[src/hw/rtl/filt_pkg.sv]
// ----------------------------------------------------------------------------
// filt_pkg
// Shared types and constants of the frontlight idle and lock light timer:
// event codes, register indexes, reset values and the packed records that
// pass between the configuration, evaluation and top-level modules.
// ----------------------------------------------------------------------------
package filt_pkg;

  // event codes carried in the operation field
  typedef enum logic [2:0] {
    OP_START       = 3'd0,
    OP_STOP        = 3'd1,
    OP_UPDATE      = 3'd2,
    OP_ACTIVITY    = 3'd3,
    OP_POWER       = 3'd4,
    OP_INTERACTION = 3'd5,
    OP_TOGGLE      = 3'd6,
    OP_SET_LOCK    = 3'd7
  } op_t;

  // configuration register indexes
  localparam int unsigned CFG_INDEX_W = 3;
  localparam int unsigned CFG_DATA_W  = 32;

  localparam logic [CFG_INDEX_W-1:0] REG_ACTIVE_BRIGHTNESS = 3'd0;
  localparam logic [CFG_INDEX_W-1:0] REG_DIMMED_BRIGHTNESS = 3'd1;
  localparam logic [CFG_INDEX_W-1:0] REG_DIM_TIMEOUT       = 3'd2;
  localparam logic [CFG_INDEX_W-1:0] REG_OFF_TIMEOUT       = 3'd3;
  localparam logic [CFG_INDEX_W-1:0] REG_LOCK_TIMEOUT      = 3'd4;
  localparam logic [CFG_INDEX_W-1:0] REG_INTERACTION_DUR   = 3'd5;

  // register reset values
  localparam logic [7:0]  RST_ACTIVE_BRIGHTNESS = 8'd255;
  localparam logic [7:0]  RST_DIMMED_BRIGHTNESS = 8'd32;
  localparam logic [31:0] RST_DIM_TIMEOUT       = 32'd30000;
  localparam logic [31:0] RST_OFF_TIMEOUT       = 32'd60000;
  localparam logic [31:0] RST_LOCK_TIMEOUT      = 32'd10000;
  localparam logic [31:0] RST_INTERACTION_DUR   = 32'd5000;

  // floor on the locked light duration after a power connection change
  localparam logic [31:0] POWER_CHANGE_MIN_MS = 32'd5000;

  // stream widths
  localparam int unsigned IN_DATA_W  = 40;
  localparam int unsigned IN_USER_W  = 3;
  localparam int unsigned OUT_DATA_W = 16;

  typedef struct packed {
    logic [7:0]  active_brightness;
    logic [7:0]  dimmed_brightness;
    logic [31:0] dim_timeout_ms;
    logic [31:0] off_timeout_ms;
    logic [31:0] lock_timeout_ms;
    logic [31:0] interaction_duration_ms;
  } cfg_t;

  typedef struct packed {
    logic        running;
    logic        locked;
    logic        has_locked;
    logic        interaction_light;
    logic [31:0] last_activity_ms;
    logic [31:0] locked_duration_ms;
    logic [7:0]  light_level;
  } state_t;

  typedef struct packed {
    op_t         operation;
    logic [31:0] now_ms;
    logic        light_ready;
    logic        button_pressed;
    logic        input_activity;
    logic        lock_request;
    logic        reason_manual;
  } item_t;

  typedef struct packed {
    logic       idle_lock_due;
    logic       is_locked;
    logic       is_running;
    logic       start_ok;
    logic       brightness_written;
    logic [7:0] brightness;
  } result_t;

endpackage

[src/hw/rtl/filt_cfg.sv]
// ----------------------------------------------------------------------------
// filt_cfg
// Configuration register file: six write-only registers loaded through a
// plain write port, returned to their defaults by reset.
// ----------------------------------------------------------------------------
module filt_cfg
  import filt_pkg::*;
(
  input  logic                   clk,
  input  logic                   rst,
  input  logic                   cfg_we,
  input  logic [CFG_INDEX_W-1:0] cfg_index,
  input  logic [CFG_DATA_W-1:0]  cfg_data,
  output cfg_t                   cfg
);

  // register writes, unknown indexes are dropped
  always_ff @(posedge clk) begin
    if (rst) begin
      cfg.active_brightness       <= RST_ACTIVE_BRIGHTNESS;
      cfg.dimmed_brightness       <= RST_DIMMED_BRIGHTNESS;
      cfg.dim_timeout_ms          <= RST_DIM_TIMEOUT;
      cfg.off_timeout_ms          <= RST_OFF_TIMEOUT;
      cfg.lock_timeout_ms         <= RST_LOCK_TIMEOUT;
      cfg.interaction_duration_ms <= RST_INTERACTION_DUR;
    end else if (cfg_we) begin
      case (cfg_index)
        REG_ACTIVE_BRIGHTNESS: cfg.active_brightness       <= cfg_data[7:0];
        REG_DIMMED_BRIGHTNESS: cfg.dimmed_brightness       <= cfg_data[7:0];
        REG_DIM_TIMEOUT:       cfg.dim_timeout_ms          <= cfg_data;
        REG_OFF_TIMEOUT:       cfg.off_timeout_ms          <= cfg_data;
        REG_LOCK_TIMEOUT:      cfg.lock_timeout_ms         <= cfg_data;
        REG_INTERACTION_DUR:   cfg.interaction_duration_ms <= cfg_data;
        default: ;
      endcase
    end
  end

endmodule

[src/hw/rtl/filt_event.sv]
// ----------------------------------------------------------------------------
// filt_event
// Event evaluation: from the current timer state, the configuration and one
// registered event, works out the next state and the result record.
// ----------------------------------------------------------------------------
module filt_event
  import filt_pkg::*;
(
  input  state_t  st,
  input  cfg_t    cfg,
  input  item_t   item,
  output state_t  st_next,
  output result_t res
);

  logic [31:0] idle;
  logic [31:0] idle_chk;
  logic [31:0] idle_after;
  logic [31:0] remaining;
  logic        act_update;
  logic        wrote;
  logic        start_ok;
  state_t      nxt;

  assign idle = item.now_ms - st.last_activity_ms;

  // per-event state update
  always_comb begin
    nxt        = st;
    wrote      = 1'b0;
    start_ok   = 1'b0;
    act_update = 1'b0;
    idle_chk   = idle;
    remaining  = '0;
    case (item.operation)
      OP_START: begin
        if (st.running) begin
          start_ok = 1'b1;
        end else if (item.light_ready) begin
          nxt.running           = 1'b1;
          nxt.locked            = 1'b0;
          nxt.has_locked        = 1'b0;
          nxt.interaction_light = 1'b0;
          nxt.last_activity_ms  = item.now_ms;
          nxt.light_level       = cfg.active_brightness;
          wrote                 = 1'b1;
          start_ok              = 1'b1;
        end
      end
      OP_STOP: begin
        nxt.running = 1'b0;
      end
      OP_UPDATE: begin
        if (st.running) begin
          act_update = !item.button_pressed && item.input_activity && !st.locked;
          if (act_update) begin
            nxt.last_activity_ms = item.now_ms;
            nxt.light_level      = cfg.active_brightness;
            wrote                = 1'b1;
            idle_chk             = '0;
          end
          // timeout check at the same time stamp
          if (st.locked) begin
            if (idle_chk >= st.locked_duration_ms) begin
              nxt.light_level       = '0;
              nxt.interaction_light = 1'b0;
              wrote                 = 1'b1;
            end
          end else if (idle_chk >= cfg.off_timeout_ms) begin
            nxt.light_level = '0;
            wrote           = 1'b1;
          end else if (idle_chk >= cfg.dim_timeout_ms) begin
            nxt.light_level = cfg.dimmed_brightness;
            wrote           = 1'b1;
          end
        end
      end
      OP_ACTIVITY: begin
        if (st.running && !st.locked) begin
          nxt.last_activity_ms = item.now_ms;
          nxt.light_level      = cfg.active_brightness;
          wrote                = 1'b1;
        end
      end
      OP_POWER: begin
        if (st.running && st.locked) begin
          if (st.interaction_light && (idle < st.locked_duration_ms)) begin
            remaining = st.locked_duration_ms - idle;
          end
          nxt.locked_duration_ms = (remaining > POWER_CHANGE_MIN_MS) ?
                                   remaining : POWER_CHANGE_MIN_MS;
          nxt.last_activity_ms   = item.now_ms;
          nxt.light_level        = cfg.active_brightness;
          wrote                  = 1'b1;
        end
      end
      OP_INTERACTION: begin
        if (st.running && st.locked) begin
          nxt.locked_duration_ms = cfg.interaction_duration_ms;
          nxt.interaction_light  = 1'b1;
          nxt.last_activity_ms   = item.now_ms;
          nxt.light_level        = cfg.active_brightness;
          wrote                  = 1'b1;
        end
      end
      OP_TOGGLE: begin
        if (st.running && st.locked) begin
          nxt.interaction_light = 1'b0;
          wrote                 = 1'b1;
          if (st.light_level != '0) begin
            nxt.light_level = '0;
          end else begin
            nxt.locked_duration_ms = cfg.interaction_duration_ms;
            nxt.last_activity_ms   = item.now_ms;
            nxt.light_level        = cfg.active_brightness;
          end
        end
      end
      OP_SET_LOCK: begin
        if (st.running && (st.locked != item.lock_request)) begin
          nxt.locked             = item.lock_request;
          nxt.interaction_light  = 1'b0;
          nxt.locked_duration_ms = cfg.lock_timeout_ms;
          wrote                  = 1'b1;
          if (!item.lock_request || (!st.has_locked && item.reason_manual)) begin
            // unlock, or first manual lock, lights up
            nxt.last_activity_ms = item.now_ms;
            nxt.light_level      = cfg.active_brightness;
          end else begin
            nxt.light_level = '0;
          end
          if (item.lock_request) begin
            nxt.has_locked = 1'b1;
          end
        end
      end
      default: ;
    endcase
  end

  // idle time as seen after the event, zero if it just activated
  assign idle_after = (nxt.last_activity_ms == item.now_ms) ? '0 : idle;

  assign st_next = nxt;

  // result record
  assign res.brightness         = nxt.light_level;
  assign res.brightness_written = wrote;
  assign res.start_ok           = start_ok;
  assign res.is_running         = nxt.running;
  assign res.is_locked          = nxt.locked;
  assign res.idle_lock_due      = nxt.running && !nxt.locked &&
                                  (idle_after >= cfg.off_timeout_ms);

endmodule

[src/hw/rtl/frontlight_idle_lock_timer.sv]
// ----------------------------------------------------------------------------
// frontlight_idle_lock_timer
// Frontlight dim/off and lock-screen light timer with stream ports.
// ----------------------------------------------------------------------------
// Takes one event request per clock and gives exactly one result request for
// each, in order. An accepted event is held in the input register, is
// evaluated against the timer state by the event logic and lands in the
// result register together with the state update, so events may follow
// back to back at one per cycle while results are taken. The throughput
// is set by the state loop from the state register through the event
// logic (one wrapping subtraction and a few compares). Both stages hold
// when the result is not taken. Configuration writes take effect at the
// next edge and are meant for when no event is in flight.
// ----------------------------------------------------------------------------
module frontlight_idle_lock_timer
  import filt_pkg::*;
(
  input  logic                   clk,
  input  logic                   rst,
  // event requests
  input  logic                   s_tvalid,
  output logic                   s_tready,
  // now_ms[31:0], light_ready[32], button_pressed[33], input_activity[34],
  // lock_request[35], reason_manual[36], zero fill [39:37]
  input  logic [IN_DATA_W-1:0]   s_tdata,
  // operation[2:0]
  input  logic [IN_USER_W-1:0]   s_tuser,
  // result requests
  output logic                   m_tvalid,
  input  logic                   m_tready,
  // brightness[7:0], brightness_written[8], start_ok[9], is_running[10],
  // is_locked[11], idle_lock_due[12], zero fill [15:13]
  output logic [OUT_DATA_W-1:0]  m_tdata,
  // configuration writes
  input  logic                   cfg_we,
  input  logic [CFG_INDEX_W-1:0] cfg_index,
  input  logic [CFG_DATA_W-1:0]  cfg_data
);

  cfg_t    cfg;
  state_t  st;
  state_t  st_next;
  item_t   in_item;
  logic    in_valid;
  result_t res;
  result_t out_res;
  logic    out_valid;
  logic    advance;

  filt_cfg u_cfg (
    .clk       (clk),
    .rst       (rst),
    .cfg_we    (cfg_we),
    .cfg_index (cfg_index),
    .cfg_data  (cfg_data),
    .cfg       (cfg)
  );

  filt_event u_event (
    .st      (st),
    .cfg     (cfg),
    .item    (in_item),
    .st_next (st_next),
    .res     (res)
  );

  // handshake control
  assign advance  = in_valid && (!out_valid || m_tready);
  assign s_tready = !in_valid || advance;

  // input register
  always_ff @(posedge clk) begin
    if (rst) begin
      in_valid <= 1'b0;
    end else if (s_tready) begin
      in_valid <= s_tvalid;
    end
  end

  always_ff @(posedge clk) begin
    if (s_tvalid && s_tready) begin
      in_item.operation      <= op_t'(s_tuser);
      in_item.now_ms         <= s_tdata[31:0];
      in_item.light_ready    <= s_tdata[32];
      in_item.button_pressed <= s_tdata[33];
      in_item.input_activity <= s_tdata[34];
      in_item.lock_request   <= s_tdata[35];
      in_item.reason_manual  <= s_tdata[36];
    end
  end

  // timer state, updated as each event moves to the result register
  always_ff @(posedge clk) begin
    if (rst) begin
      st <= '0;
    end else if (advance) begin
      st <= st_next;
    end
  end

  // result register
  always_ff @(posedge clk) begin
    if (rst) begin
      out_valid <= 1'b0;
    end else if (advance) begin
      out_valid <= 1'b1;
    end else if (m_tready) begin
      out_valid <= 1'b0;
    end
  end

  always_ff @(posedge clk) begin
    if (advance) begin
      out_res <= res;
    end
  end

  assign m_tvalid = out_valid;
  assign m_tdata  = {3'b000, out_res};

endmodule

[config.mk]
export PLATFORM = sky130hd
export DESIGN_NAME = frontlight_idle_lock_timer
export DESIGN_NICKNAME = d
export VERILOG_FILES = /design/src/hw/rtl/filt_pkg.sv /design/src/hw/rtl/filt_cfg.sv /design/src/hw/rtl/filt_event.sv /design/src/hw/rtl/frontlight_idle_lock_timer.sv
export SDC_FILE = /design/constraint.sdc
export NUM_CORES = 1
export LEC_CHECK = 0
export ABC_AREA = 1
export BUFFER_PORTS_ARGS = -buffer_cell sky130_fd_sc_hd__buf_4
export CORE_MARGIN = 5
export CORE_UTILIZATION = 55
export DETAILED_ROUTE_END_ITERATION = 7
export PLACE_DENSITY = 0.73
export RECOVER_POWER = 100
export SLEW_MARGIN = 20
export SYNTH_ARGS = -nofsm -noshare
export SYNTH_HDL_FRONTEND = slang
export SYNTH_SLANG_ARGS = --single-unit
[constraint.sdc]
create_clock -name clk -period 12.6 [get_ports clk]
set_input_delay 0.63 -clock clk [delete_from_list [all_inputs] [get_ports clk]]
set_output_delay 0.63 -clock clk [all_outputs]
set_load 0.02 [all_outputs]
After elaboration in Yosys (flattened, before gate mapping)
Cells that the tools add are included.
{"block": "op_classes", "add_sub_neg": 2, "magnitude_cmp": 6, "eq_ne": 25, "n_mux": 54, "reduce_logical": 38}
{"cell": "$mux W32", "count": 11}
{"cell": "$pmux W32 S7", "count": 1}
{"cell": "$mux W73", "count": 2}
{"cell": "$ge A32 B32 Y1", "count": 4}
{"cell": "$pmux W32 S4", "count": 1}
{"cell": "$mux W8", "count": 11}
{"cell": "$mux W75", "count": 1}
{"cell": "$mux W36", "count": 2}
{"cell": "$mux W72", "count": 1}
{"cell": "$mux W64", "count": 1}
{"cell": "$sub A32 B32 Y32", "count": 2}
{"cell": "$pmux W8 S7", "count": 1}
{"cell": "$mux W33", "count": 1}
{"cell": "$eq A32 B32 Y1", "count": 1}
{"cell": "$gt A32 B13 Y1 const B", "count": 1}
{"cell": "$lt A32 B32 Y1", "count": 1}
{"cell": "$eq A3 B3 Y1 const B", "count": 6}
{"cell": "$mux W1", "count": 17}
{"cell": "$eq A3 B2 Y1 const B", "count": 4}
{"cell": "$ne A2 B2 Y1 const B", "count": 6}
{"cell": "$reduce_and A2 Y1", "count": 6}
{"cell": "$logic_and A1 B1 Y1", "count": 11}
{"cell": "$ne A2 B1 Y1 const B", "count": 5}
{"cell": "$pmux W1 S5", "count": 2}
{"cell": "other kinds (15)", "count": 26}
{"block": "word_totals", "reg_bits": 275, "out_inout_bits": 18, "elab_cells": 153}

Logic depth before layout (Yosys ltp)
Gate-level depths: netlist (run 1).
{"block": "logic_depth", "ltp_word": 15, "depth_mapped": 36}

By module
From an unflattened synthesis (run 1), not the netlist that was laid out.
{"block": "hier_totals", "cells_unflattened": 3547, "area_unflattened_um2": 22370.2}
{"mod": "filt_event", "instances": 1, "cells_each": 2183, "area_each_um2": 11652.4}
{"mod": "filt_cfg", "instances": 1, "cells_each": 797, "area_each_um2": 5627.9}
{"mod": "frontlight_idle_lock_timer", "instances": 1, "cells_each": 567, "area_each_um2": 5089.9}

Worst setup path before layout (run 1)
Ideal clock, no wire load.
{"block": "synth_timing", "path_kind": "reg2reg", "from": "reg in_item[8] (netlist name)", "to": "reg st[17] (netlist name)", "arrival_time_ns": 4.513, "path_slack_ns": 8.017, "path_stages_with_launch": 34, "path_buffers": 2, "period_less_slack_ns": 4.583, "cell_sequence": "edfxtp_1 > ha_1 > a21oi_1 > o21ai_0 > a21oi_1 > o21ai_0 > a21boi_0 > o21ai_0 > nand2_1 > o21ai_0 > nand2_1 > nand3b_1 > nand2_1 > ha_1 > nand2_1 > nor2_1 > nand2_1 > nor2_1 > nand3_1 > nand2_1 > inv_1 > nand2_2 > inv_2 > buf_4 > nand3_1 > nand2_1 > nor2_1 > nand2_1 > nor2_1 > nand2_1 > buf_4 > nand2_1 > nand2_1 > a21oi_1"}
{"block": "synth_via", "elab_chain_len": 10, "word_cells_on_any_way": 11, "classes_between": "add/sub: 2; order compare: 2; mux: 6; reduce/logical: 1"}
{"item": "start, declared", "line_no": "frontlight_idle_lock_timer.sv:43", "rtl": "item_t in_item;"}
{"item": "$sub A32 B32 Y32 (*)", "line_no": "filt_event.sv:25", "rtl": "assign idle = item.now_ms - st.last_activity_ms;"}
{"item": "$lt A32 B32 Y1", "line_no": "filt_event.sv:87", "rtl": "if (st.interaction_light && (idle < st.locked_duration_ms)) begin"}
{"item": "$logic_and A1 B1 Y1", "line_no": "filt_event.sv:87"}
{"item": "$mux W32 (*)", "line_no": "filt_event.sv:87"}
{"item": "$mux W32 (*)", "line_no": "filt_event.sv:86", "rtl": "if (st.running && st.locked) begin"}
{"item": "$mux W32 (*)", "line_no": "filt_event.sv:35", "rtl": "case (item.operation)"}
{"item": "$gt A32 B13 Y1", "line_no": "filt_event.sv:90", "rtl": "nxt.locked_duration_ms = (remaining > POWER_CHANGE_MIN_MS) ?"}
{"item": "$mux W32 (*)", "line_no": "filt_event.sv:90"}
{"item": "$mux W72 (*)", "line_no": "filt_event.sv:86"}
{"item": "$pmux W32 S4 (*)", "line_no": "filt_event.sv:35"}
Every way passes the cells marked *; elsewhere a longest branch is shown, timed or not. The select of a mux whose other input is x is not followed.
A chain may end at the register's enable or synchronous reset.

Worst setup path in the final report (run 1)
{"block": "layout_timing", "from": "in rst", "to": "reg st[44] (netlist name)"}
{"item": "start, declared", "line_no": "frontlight_idle_lock_timer.sv:19", "rtl": "input logic rst,"}
No word-level cell between the ends.

==> flow_metrics.tcl, run 1 <==
set metrics [dict create \
    synth.largest_area_cell "dfxtp_1" \
    postCtsSetupBuffers 0 \
    row_count 69 \
    cts_buffer_depth 3 \
    critical_path_depth 4 \
    gp_congestion 0.983 \
    drive_above_1_share_pct 5.42 \
    initial_utilization_pct 55.4 \
    end_kind "flop" \
    syn_inst 2896 \
    crit_chain "clkbuf_1, clkinvlp_2, o211ai_1, inv_1" \
    cts_sinks 275 \
    wl_per_cell_um 17.4 \
    critPathTopFamily "buffers and inverters" \
    dr.pass1.iters 5 \
    post-place-ws_ns 6.22 \
    crit_type "input port to flop" \
    tightest_slew_ns 5.20 \
    dieArea_um2 39500 \
    seq_area_frac_synth_pct 30.8 \
    area_growth_pct 9.54 \
    cts_resized 0 \
    r2r_start "st[74]$_SDFFE_PP0P_" \
    worstReg2RegEnd "m_tdata[12]$_DFFE_PP_" \
    cp-start-kind "input port" \
    clockRootBuffer "clkbuf_16" \
    drcViolationCount 0 \
    avgSynthCellArea_um2 6.77 \
    grt_first_pass_wirelength_mm 94.4 \
    skew_ns 0.0165 \
    slew_headroom_pct -246 \
    hold_buffers 0 \
    htreeDepth 1 \
    diodes 0 \
    crit_required_ns 13.04 \
    vdd_drop_max_mv 0.112 \
    critical_path.max_fanout 184 \
    maxSlewViolCount 310 \
    fin_crit_sh_pct 70.9 \
    endpoint "st[44]$_SDFFE_PP0P_" \
    nets 3209 \
    ant_nets 0 \
    r2r_cells 34 \
    routed_wl_mm 59.4 \
    layout_setup_ws_ns 3.67 \
    max_freq_mhz 112 \
    violations "max-capacitance violations, max-slew violations" \
    die_y_um 199 \
    cts_tree "done" \
    rsz0062_at_grt "no" \
    die_x_um 199 \
    grt_use_total_pct 29.5 \
    grt_overflow_total 0 \
    synth_area_um2 19600 \
    crit_slowest_cell "clkinvlp_2" \
    rrSetupSlack_ns 3.84 \
    hold_path_class "input port to flop" \
    drt-initial-drc-count 1541 \
    finalCriticalPeriod_ns 8.93 \
    cp_data_arrival_time_ns 9.37 \
    cp_num_buf_inv 3 \
    leakage_nw 9.99 \
    dp_hpwl_mm 45.8 \
    synth.distinct_cells 51 \
    synthTopCellsByArea "dfxtp_1 (23%), ha_1 (12%), nand2_1 (11%)" \
    clk_pin_slew_ns 0.07 \
    status "finished, violations left" \
    yosys_warnings 0 \
    clk_latency_ns 0.57 \
    vias_per_cell 5.67 \
    fin_setup_tns_ns 0 \
    antenna_found_initial 0 \
    io_pins 101 \
    setup_viol 0 \
    maxCapViolations 4 \
    hold_violations 0 \
    core_um2 35400 \
    grt_pass1_vias 18500 \
    grt_max_degree 185 \
    pwr_density_cell_nw_per_um2 131 \
    cts_buffers 31 \
    slowest_delay_ns 5.31 \
    synth_top_area_share_pct 22.7 \
    crit_path_start "rst" \
    num_vias 19400 \
    ys_seq_elements 275 \
    place.port_buffers 94 \
]
per-stage QoR:
| step | instances | utilization, % | hold WS (ns) | cell area, um^2 | total power (W) |
|---|---|---|---|---|---|
| after floorplan | 2898 | - | 0.429 | 19600 | 0.00162 |
| after global placement | 3361 | 58.1 | 0.438 | 20600 | 0.00186 |
| after detailed placement | 3361 | 58.1 | 0.442 | 20600 | 0.00189 |
| after CTS | 3414 | 61.0 | 0.210 | 21600 | 0.00282 |
| after global routing | 3414 | 60.7 | 0.237 | 21500 | 0.00299 |
| final | 3414 | 60.7 | 0.256 | 21500 | 0.00281 |
layer usage:
metal,vias to the layer above,GRT usage [%],share of wire [%]
li1,9702,-,-
met1,8853,37.8,42
met2,624,49.6,46
met3,179,2.91,5.4
met4,0,15.3,6.2
met5,-,0,0
registers in the layout, summed over array words and instances (netlist names):
signal / cells
u_cfg.cfg: 144
m_tvalid: 1
in_item: 40
m_tdata: 13
in_valid: 1
st: 76
synth_stat cells, drive strengths merged:
cell,number
o21ai,234
ha,191
edfxtp,53
a21o,7
a211oi,25
nor3b,1
xnor2,23
a31oi,14
o22ai,15
or2,15
dfxtp,222
o221a,1
o21bai,5
nand3b,23
nor4b,1
and3,2
nor2,294
inv,440
buf,21
conb,1
nand2,593
a21boi,4
o211ai,45
nand3,169
nand4,38
o2111ai,6
fa,2
clkbuf,84
nor3,36
a221oi,20
clkinv,4
a2111oi,3
o21a,5
nor4,6
a21oi,272
xor2,17
a22oi,4
cell usage in the layout, fill, tap and decap left out, types with 5 or more instances in the layout:
cell / instances
nand2_1: 590
inv_1: 435
nor2_1: 292
a21oi_1: 272
o21ai_0: 230
dfxtp_1: 222
ha_1: 191
nand3_1: 168
edfxtp_1: 53
buf_4: 46
o211ai_1: 45
clkbuf_4: 40
nand4_1: 38
nor3_1: 35
clkbuf_16: 31
a211oi_1: 25
clkbuf_1: 25
nand3b_1: 23
xnor2_1: 23
a221oi_1: 20
xor2_1: 17
o22ai_1: 15
a31oi_1: 14
or2_2: 13
a21o_1: 7
nor4_1: 6
o2111ai_1: 6
clkbuf_8: 6
o21a_1: 5
clkinv_1: 5
o21bai_1: 5
kinds of logic (layout without fill, tap and decap cells):
logic type	count (synthesis)	count (layout)	share of synthesized area (%)
AOI/OAI and AO/OA	660	660	18.8
xor gates and xnor gates	40	40	1.79
adders and majority gates	193	193	12.4
buffers and inverters	549	604	10.8
DFF	275	275	30.8
other	1	3	0.0191
and+or+nand+nor	1178	1178	25.4
final cells by class:
cell class | count | area (um^2)
tap | 461 | 577
clock buffer | 41 | 873
inverter | 444 | 1670
clock inverter | 12 | 165
multi-input combinational | 2074 | 11400
timing repair buffer | 107 | 724
sequential | 275 | 6040
fill | 3464 | 13900
how the worst min path moves through the flow:
stage / start / to / slack, ns / cells past startpoint
CTS: s_tdata[19] / in_item[24]$_DFFE_PP_ / 0.21 / 1
global placement: u_cfg.cfg[40]$_SDFFE_PP1P_ / u_cfg.cfg[40]$_SDFFE_PP1P_ / 0.44 / 2
detailed placement: u_cfg.cfg[45]$_SDFFE_PP1P_ / u_cfg.cfg[45]$_SDFFE_PP1P_ / 0.44 / 2
finish: s_tdata[18] / in_item[23]$_DFFE_PP_ / 0.26 / 1
floorplan: u_cfg.cfg[36]$_SDFFE_PP1P_ / u_cfg.cfg[36]$_SDFFE_PP1P_ / 0.43 / 2
global route: s_tdata[35] / in_item[1]$_DFFE_PP_ / 0.24 / 1
report_power, final:
group	switching [W]	leakage, nW	total, W	internal, W
sequential	0.0000259	2.32	0.000966	0.000940
clock	0.000364	0.514	0.000926	0.000563
combinational	0.000606	7.15	0.000921	0.000316
total	0.000995	9.99	0.00281	0.00182
worst reg2reg max path: cells and delay by family (launching register included):
| kind | cells | cell delay [ns] |
|---|---|---|
| adder cells (fa/ha/maj) | 1 | 0.31 |
| flip-flops | 1 | 0.42 |
| AO/OA/AOI/OAI | 5 | 1.14 |
| buffers and inverters | 4 | 1.99 |
| AND/OR/NAND/NOR | 24 | 4.66 |
(Power assumes the default switching activity.)
==> run 2, diff against run 1 <==
--- a/config.mk
+++ b/config.mk
@@ -5,12 +5,12 @@
 export SDC_FILE = /design/constraint.sdc
 export NUM_CORES = 1
 export LEC_CHECK = 0
-export ABC_AREA = 1
+export ABC_AREA = 0
 export BUFFER_PORTS_ARGS = -buffer_cell sky130_fd_sc_hd__buf_4
 export CORE_MARGIN = 5
 export CORE_UTILIZATION = 55
 export DETAILED_ROUTE_END_ITERATION = 7
-export PLACE_DENSITY = 0.73
+export PLACE_DENSITY = 0.76
 export RECOVER_POWER = 100
 export SLEW_MARGIN = 20
 export SYNTH_ARGS = -nofsm -noshare
==> constraint.sdc (replaced) <==
create_clock -name clk -period 8.11 [get_ports clk]
set_input_delay 0.4055 -clock clk [delete_from_list [all_inputs] [get_ports clk]]
set_output_delay 0.4055 -clock clk [all_outputs]
set_load 0.02 [all_outputs]
==> flow_metrics.tcl, run 2 <==
set metrics [dict create \
    slowest_delay_ns 0.59 \
    whs_ns 0.0361 \
    crit_required_ns 8.27 \
    routed_wl_mm 54.3 \
    die_y_um 192 \
    rrSetupSlack_ns 0.85 \
    synthArstFlopShare_pct 0 \
    grt_overflow_total 0 \
    synth.distinct_cells 75 \
    pwr_density_cell_nw_per_um2 180 \
    crit_slowest_cell "or4_1" \
    grt_max_degree 122 \
    core_um2 32600 \
    wl_per_cell_um 19.2 \
    htreeDepth 1 \
    grt_first_pass_wirelength_mm 84.8 \
    skew_ns 0.0197 \
    post-place-cells 2744 \
    setup_viol 0 \
    fillCellCount 2923 \
    utilization_pct 62.3 \
    route.met2.wl_mm 26.1 \
    cts_buffer_depth 3 \
    largest_reg_flops 144 \
    io_pins 101 \
    fin_crit_sh_pct 89.5 \
    highest_layer "met4" \
    whs_path_depth 1 \
    tightest_slew_ns 5.77 \
    synthTopCellsByArea "dfxtp_1 (24%), ha_1 (13%), edfxtp_1 (8.8%)" \
    num_vias 17200 \
    clk_latency_ns 0.58 \
    clkPwrFrac_pct 40.1 \
    p_comb_share_pct 20.0 \
    synth.largest_area_cell "dfxtp_1" \
    crit_type "flop to flop" \
    switching_share_pct 29.3 \
    die_x_um 192 \
    grt_pass1_vias 16200 \
    p_int_w 0.00258 \
    worstReg2RegEnd "st[14]$_SDFFE_PP0P_" \
    design_area_um2 20300 \
    cts_sinks 275 \
    dpl_cell_area_um2 19100 \
    critPathTopFamily "compound AO/OA/AOI/OAI gates" \
    max_freq_mhz 138 \
    drt-initial-drc-count 1512 \
    cp_data_arrival_time_ns 7.41 \
    maxSlewViolCount 266 \
    clk_pin_slew_ns 0.06 \
    maxCapViolations 3 \
    ys_seq_elements 275 \
    largest-register "u_cfg.cfg" \
    hold_path_class "input port to flop" \
    synth_top_area_share_pct 24.5 \
    ys_top_cells_by_count "nand2_1 (424), a21oi_1 (238), dfxtp_1 (222)" \
    layout_common_cells "nand2_1 (424), a21oi_1 (237), dfxtp_1 (222)" \
    dieArea_um2 36800 \
    diodes 0 \
    multi_input_area_um2 11100 \
    drive_above_1_share_pct 7.26 \
    slew_headroom_pct -285 \
    pwr-share-seq_pct 40.0 \
    seqCellArea_um2 6040 \
    rsz0062_at_grt "no" \
    row_count 66 \
    antenna_found_initial 0 \
    vdd_drop_max_mv 0.161 \
    min_to "in_item[3]$_DFFE_PP_" \
    cts_buffers 31 \
    holdCritStartpoint "s_tdata[33]" \
    nets 2634 \
    drt-met1-wl_mm 22.3 \
    clockRootBuffer "clkbuf_16" \
    gp_congestion 0.963 \
    end_kind "flop" \
    avgSynthCellArea_um2 7.87 \
    dp_hpwl_mm 40.2 \
    crit_chain "inv_1, ha_1, inv_1, fa_1, a21o_1, a21oi_1, nor2b_1, o211ai_1, a211oi_1, o31ai_1, nand2b_1, a21oi_1, xor2_1, ha_1, nand4_1, or4_1, o311ai_1, nor2_1, xnor2_1, a2111oi_2, nand4_1, o21ai_0, a221oi_1" \
    seq_area_frac_synth_pct 33.2 \
    finalNonFillerCells 2825 \
    syn_inst 2308 \
    hold_violations 0 \
    initial_utilization_pct 55.7 \
    ant_nets 0 \
    violations "max-capacitance violations, max-slew violations" \
    cp_num_buf_inv 2 \
    cts_tree "done" \
    synth_ff_type "dfxtp_1" \
    synth_edf_count 53 \
    yosys_warnings 0 \
    status "finished, violations left" \
    postCtsSetupBuffers 0 \
    critical_path.max_fanout 12 \
    synth_area_um2 18200 \
    grt_use_total_pct 28.6 \
    fin_setup_tns_ns 0 \
    dr.pass1.iters 6 \
    reg_top3 "u_cfg.cfg: 144 flops, st: 76 flops, in_item: 40 flops" \
    dr_wl_met3_mm 3.55 \
    place.port_buffers 94 \
    yosysMostFrequentCell "nand2_1" \
    r2r_start "in_item[5]$_DFFE_PP_" \
    finalCriticalPeriod_ns 7.26 \
    r2r_cells 23 \
    area_growth_pct 11.8 \
    leakage_nw 7.98 \
    p_switching_w 0.00107 \
    vias_per_cell 6.07 \
    mostFrequentLayoutCell "nand2_1" \
    drcViolationCount 0 \
    cp-start-kind "flop" \
]
run 2: changes by cell type after synthesis, moves of 19 or more:
cell	delta
inv_1	-277
nor2_1	-117
a21oi_1	-34
o21ai_0	-147
a21o_1	+63
nand3_1	-135
o21a_1	+22
nand2_1	-162
and3_1	+19
nand2b_1	+21
o211ai_1	-29
run 2: final cells by class:
cell class              count  area share [%]
repair buffers            132            4.82
well taps                 442            2.72
flip-flops and latches    275            29.7
clock buffers              39            4.02
multi-input cells        1762            54.7
clock inverters            19            1.13
inverters                 156            2.88
run 2: timing repair:
item / in CTS / in global routing
hold endpoints to repair: 22 / 1
resized for setup: 0 / 0
hold buffers: 22 / 1
run 2: worst max-delay path by stage:
stage,from,to,cells after the start
after global placement,in_item[5]$_DFFE_PP_,st[12]$_SDFFE_PP0P_,23
after CTS,in_item[5]$_DFFE_PP_,st[14]$_SDFFE_PP0P_,23
after floorplan,in_item[5]$_DFFE_PP_,st[8]$_SDFFE_PP0P_,25
after global routing,in_item[5]$_DFFE_PP_,st[14]$_SDFFE_PP0P_,23
after detailed placement,in_item[5]$_DFFE_PP_,st[12]$_SDFFE_PP0P_,23
final,in_item[5]$_DFFE_PP_,st[14]$_SDFFE_PP0P_,23
run 2: power by group through the flow:
stage	Clock [W]	Sequential, W	Combinational, W
final	0.00146	0.00146	0.000729
after global routing	0.00153	0.00146	0.000803
after floorplan	0	0.00148	0.000489
after global placement	0	0.00149	0.000684
after detailed placement	0	0.00149	0.000708
after CTS	0.00147	0.00146	0.000722
run 2: metrics by stage:
step	worst slack, ns	power, W
floorplan	2.94	0.00197
global placement	1.54	0.00217
detailed placement	1.35	0.00220
CTS	1.24	0.00366
global route	0.445	0.00380
finish	0.851	0.00365
run 2: metal layers:
| metal | vias up | track usage [%] |
|---|---|---|
| met5 | - | 0 |
| met4 | 0 | 11.4 |
| met2 | 692 | 49.4 |
| li1 | 8295 | - |
| met3 | 129 | 2.69 |
| met1 | 8039 | 36.9 |
run 2: logic make-up (layout without fill, tap and decap cells):
kind of cell | after synthesis | after routing | share of synthesized area (%)
other | 1 | 3 | 0.0206
and+or+nand+nor | 848 | 848 | 21.0
AOI/OAI and AO/OA | 642 | 642 | 22.7
buffers and inverters | 273 | 346 | 5.85
xor gates and xnor gates | 64 | 64 | 3.08
adders and majority gates | 193 | 193 | 13.4
DFF | 275 | 275 | 33.2
muxes | 12 | 12 | 0.716
==> run 3, diff against run 2 <==
--- a/config.mk
+++ b/config.mk
@@ -8,9 +8,9 @@
 export ABC_AREA = 0
 export BUFFER_PORTS_ARGS = -buffer_cell sky130_fd_sc_hd__buf_4
 export CORE_MARGIN = 5
-export CORE_UTILIZATION = 55
+export CORE_UTILIZATION = 56
 export DETAILED_ROUTE_END_ITERATION = 7
-export PLACE_DENSITY = 0.76
+export PLACE_DENSITY = 0.77
 export RECOVER_POWER = 100
 export SLEW_MARGIN = 20
 export SYNTH_ARGS = -nofsm -noshare
==> flow_metrics.tcl, run 3 (synthesis gave the netlist of run 2 again) <==
set metrics [dict create \
    grt_first_pass_wirelength_mm 86.9 \
    die_x_um 190 \
    violations "max-capacitance violations, max-slew violations" \
    layout_common_cells "nand2_1 (424), a21oi_1 (237), dfxtp_1 (222)" \
    dp_hpwl_mm 40.6 \
    drt-initial-drc-count 1447 \
    antenna_found_initial 1 \
    wl_per_cell_um 19.4 \
    pwr_density_cell_nw_per_um2 177 \
    largest-register "u_cfg.cfg" \
    diodes 0 \
    fin_crit_sh_pct 89.0 \
    crit_chain "inv_1, ha_1, inv_1, fa_1, a21o_1, a21oi_1, nor2b_1, o211ai_1, a211oi_1, o31ai_1, nand2b_1, a21oi_1, xor2_1, ha_1, nand4_1, or4_1, o311ai_0, nor2_1, xnor2_1, a2111oi_0, nand4_1, o211ai_1, a221oi_1" \
    hold_violations 0 \
    postCtsSetupBuffers 0 \
    maxSlewViolCount 458 \
    vias_per_cell 6.05 \
    cp_data_arrival_time_ns 7.52 \
    cts_buffer_depth 3 \
    io_pins 101 \
    cts_sinks 275 \
    num_vias 17200 \
    fillCellCount 2832 \
    whs_ns 0.0452 \
    tightest_slew_ns 4.44 \
    rsz0062_at_grt "no" \
    layout_setup_ws_ns 0.894 \
    clk_pin_slew_ns 0.06 \
    crit_required_ns 8.42 \
    core_um2 32300 \
    drive_above_1_share_pct 6.91 \
    cts_buffers 31 \
    cts_tree "done" \
    leakage_nw 8.04 \
    largest_reg_flops 144 \
    critical_path.max_fanout 12 \
    crit_slowest_cell "o311ai_0" \
    htreeDepth 1 \
    crit_type "flop to flop" \
    die_y_um 190 \
    routed_wl_mm 55.1 \
    end_kind "flop" \
    vdd_drop_max_mv 0.188 \
    skew_ns 0.0269 \
    status "finished, violations left" \
    grt_overflow_total 0 \
    clockRootBuffer "clkbuf_16" \
    drcViolationCount 0 \
    maxCapViolations 9 \
    dr.pass1.iters 7 \
    row_count 66 \
    post-place-ws_ns 1.46 \
    hold_path_class "input port to flop" \
    grt_pass1_vias 16500 \
    mostFrequentLayoutCell "nand2_1" \
    area_growth_pct 12.6 \
    fin_setup_tns_ns 0 \
    grt_use_total_pct 29.6 \
    finalCriticalPeriod_ns 7.22 \
    dieArea_um2 36200 \
    ant_nets 0 \
    setup_viol 0 \
    utilization_pct 63.4 \
    place.port_buffers 94 \
    slew_headroom_pct -196 \
    max_freq_mhz 139 \
    grt_max_degree 117 \
    cp-start-kind "flop" \
    nets 2654 \
    reg_top3 "u_cfg.cfg: 144 flops, st: 76 flops, in_item: 40 flops" \
    slowest_delay_ns 0.73 \
    clk_latency_ns 0.58 \
    gp_congestion 0.960 \
    initial_utilization_pct 56.3 \
    cts_resized 0 \
]
run 3: area by class of cell:
cell class	count	area, um^2	share of cell area (%)
multi-input combinational	1762	11100	54.2
sequential	275	6040	29.5
timing repair buffer	152	1140	5.59
clock buffer	50	968	4.73
inverter	156	586	2.86
tap	442	553	2.70
clock inverter	8	77.6	0.379
run 3: what timing repair did:
action / in CTS / in global routing
setup endpoints to repair: 0 / 0
hold buffers: 40 / 0
hold endpoints to repair: 40 / 0
run 3: power breakdown:
group	total, W	switching [W]	leakage [nW]	internal [W]
sequential	0.00146	0.0000283	2.32	0.00143
combinational	0.000734	0.000448	5.20	0.000286
clock	0.00143	0.000588	0.516	0.000846
run 3: worst paths after layout:
path / from / to / slack (ns) / depth (start not counted)
worst max-delay path: in_item[5]$_DFFE_PP_ / st[12]$_SDFFE_PP0P_ / 0.89 / 23
worst min-delay path: s_tvalid / in_valid$_SDFFE_PP0N_ / 0.05 / 3
worst max register to register: in_item[5]$_DFFE_PP_ / st[12]$_SDFFE_PP0P_ / 0.89 / 23
worst min register to register: u_cfg.cfg[112]$_SDFFE_PP0P_ / u_cfg.cfg[112]$_SDFFE_PP0P_ / 0.45 / 2
run 3: worst max-delay path: cells and delay by family, from the launching register on:
family                   cells  cell delay (ns)
buffers and inverters        2             0.13
AO/OA/AOI/OAI               10             3.20
adder cells (fa/ha/maj)      3             0.87
AND/OR/NAND/NOR              6             1.73
flip-flops                   1             0.42
XOR/XNOR                     2             0.57
run 3: layer usage:
layer	GRT usage [%]	vias up	share of wire [%]
met5	0	-	0
met4	12.0	0	4.5
met3	3.23	141	6.3
met2	50.6	604	47
met1	38.4	8141	42
li1	-	8340	-
run 3: metrics by stage:
stage | area [um^2] | total power (W) | instances
3_5_place_dp | 19100 | 0.00219 | 2747
4_1_cts | 20600 | 0.00364 | 2845
5_1_grt | 20500 | 0.00378 | 2845
3_3_place_gp | 19100 | 0.00217 | 2747
2_1_floorplan | 18200 | 0.00197 | 2310
6_report | 20500 | 0.00363 | 2845
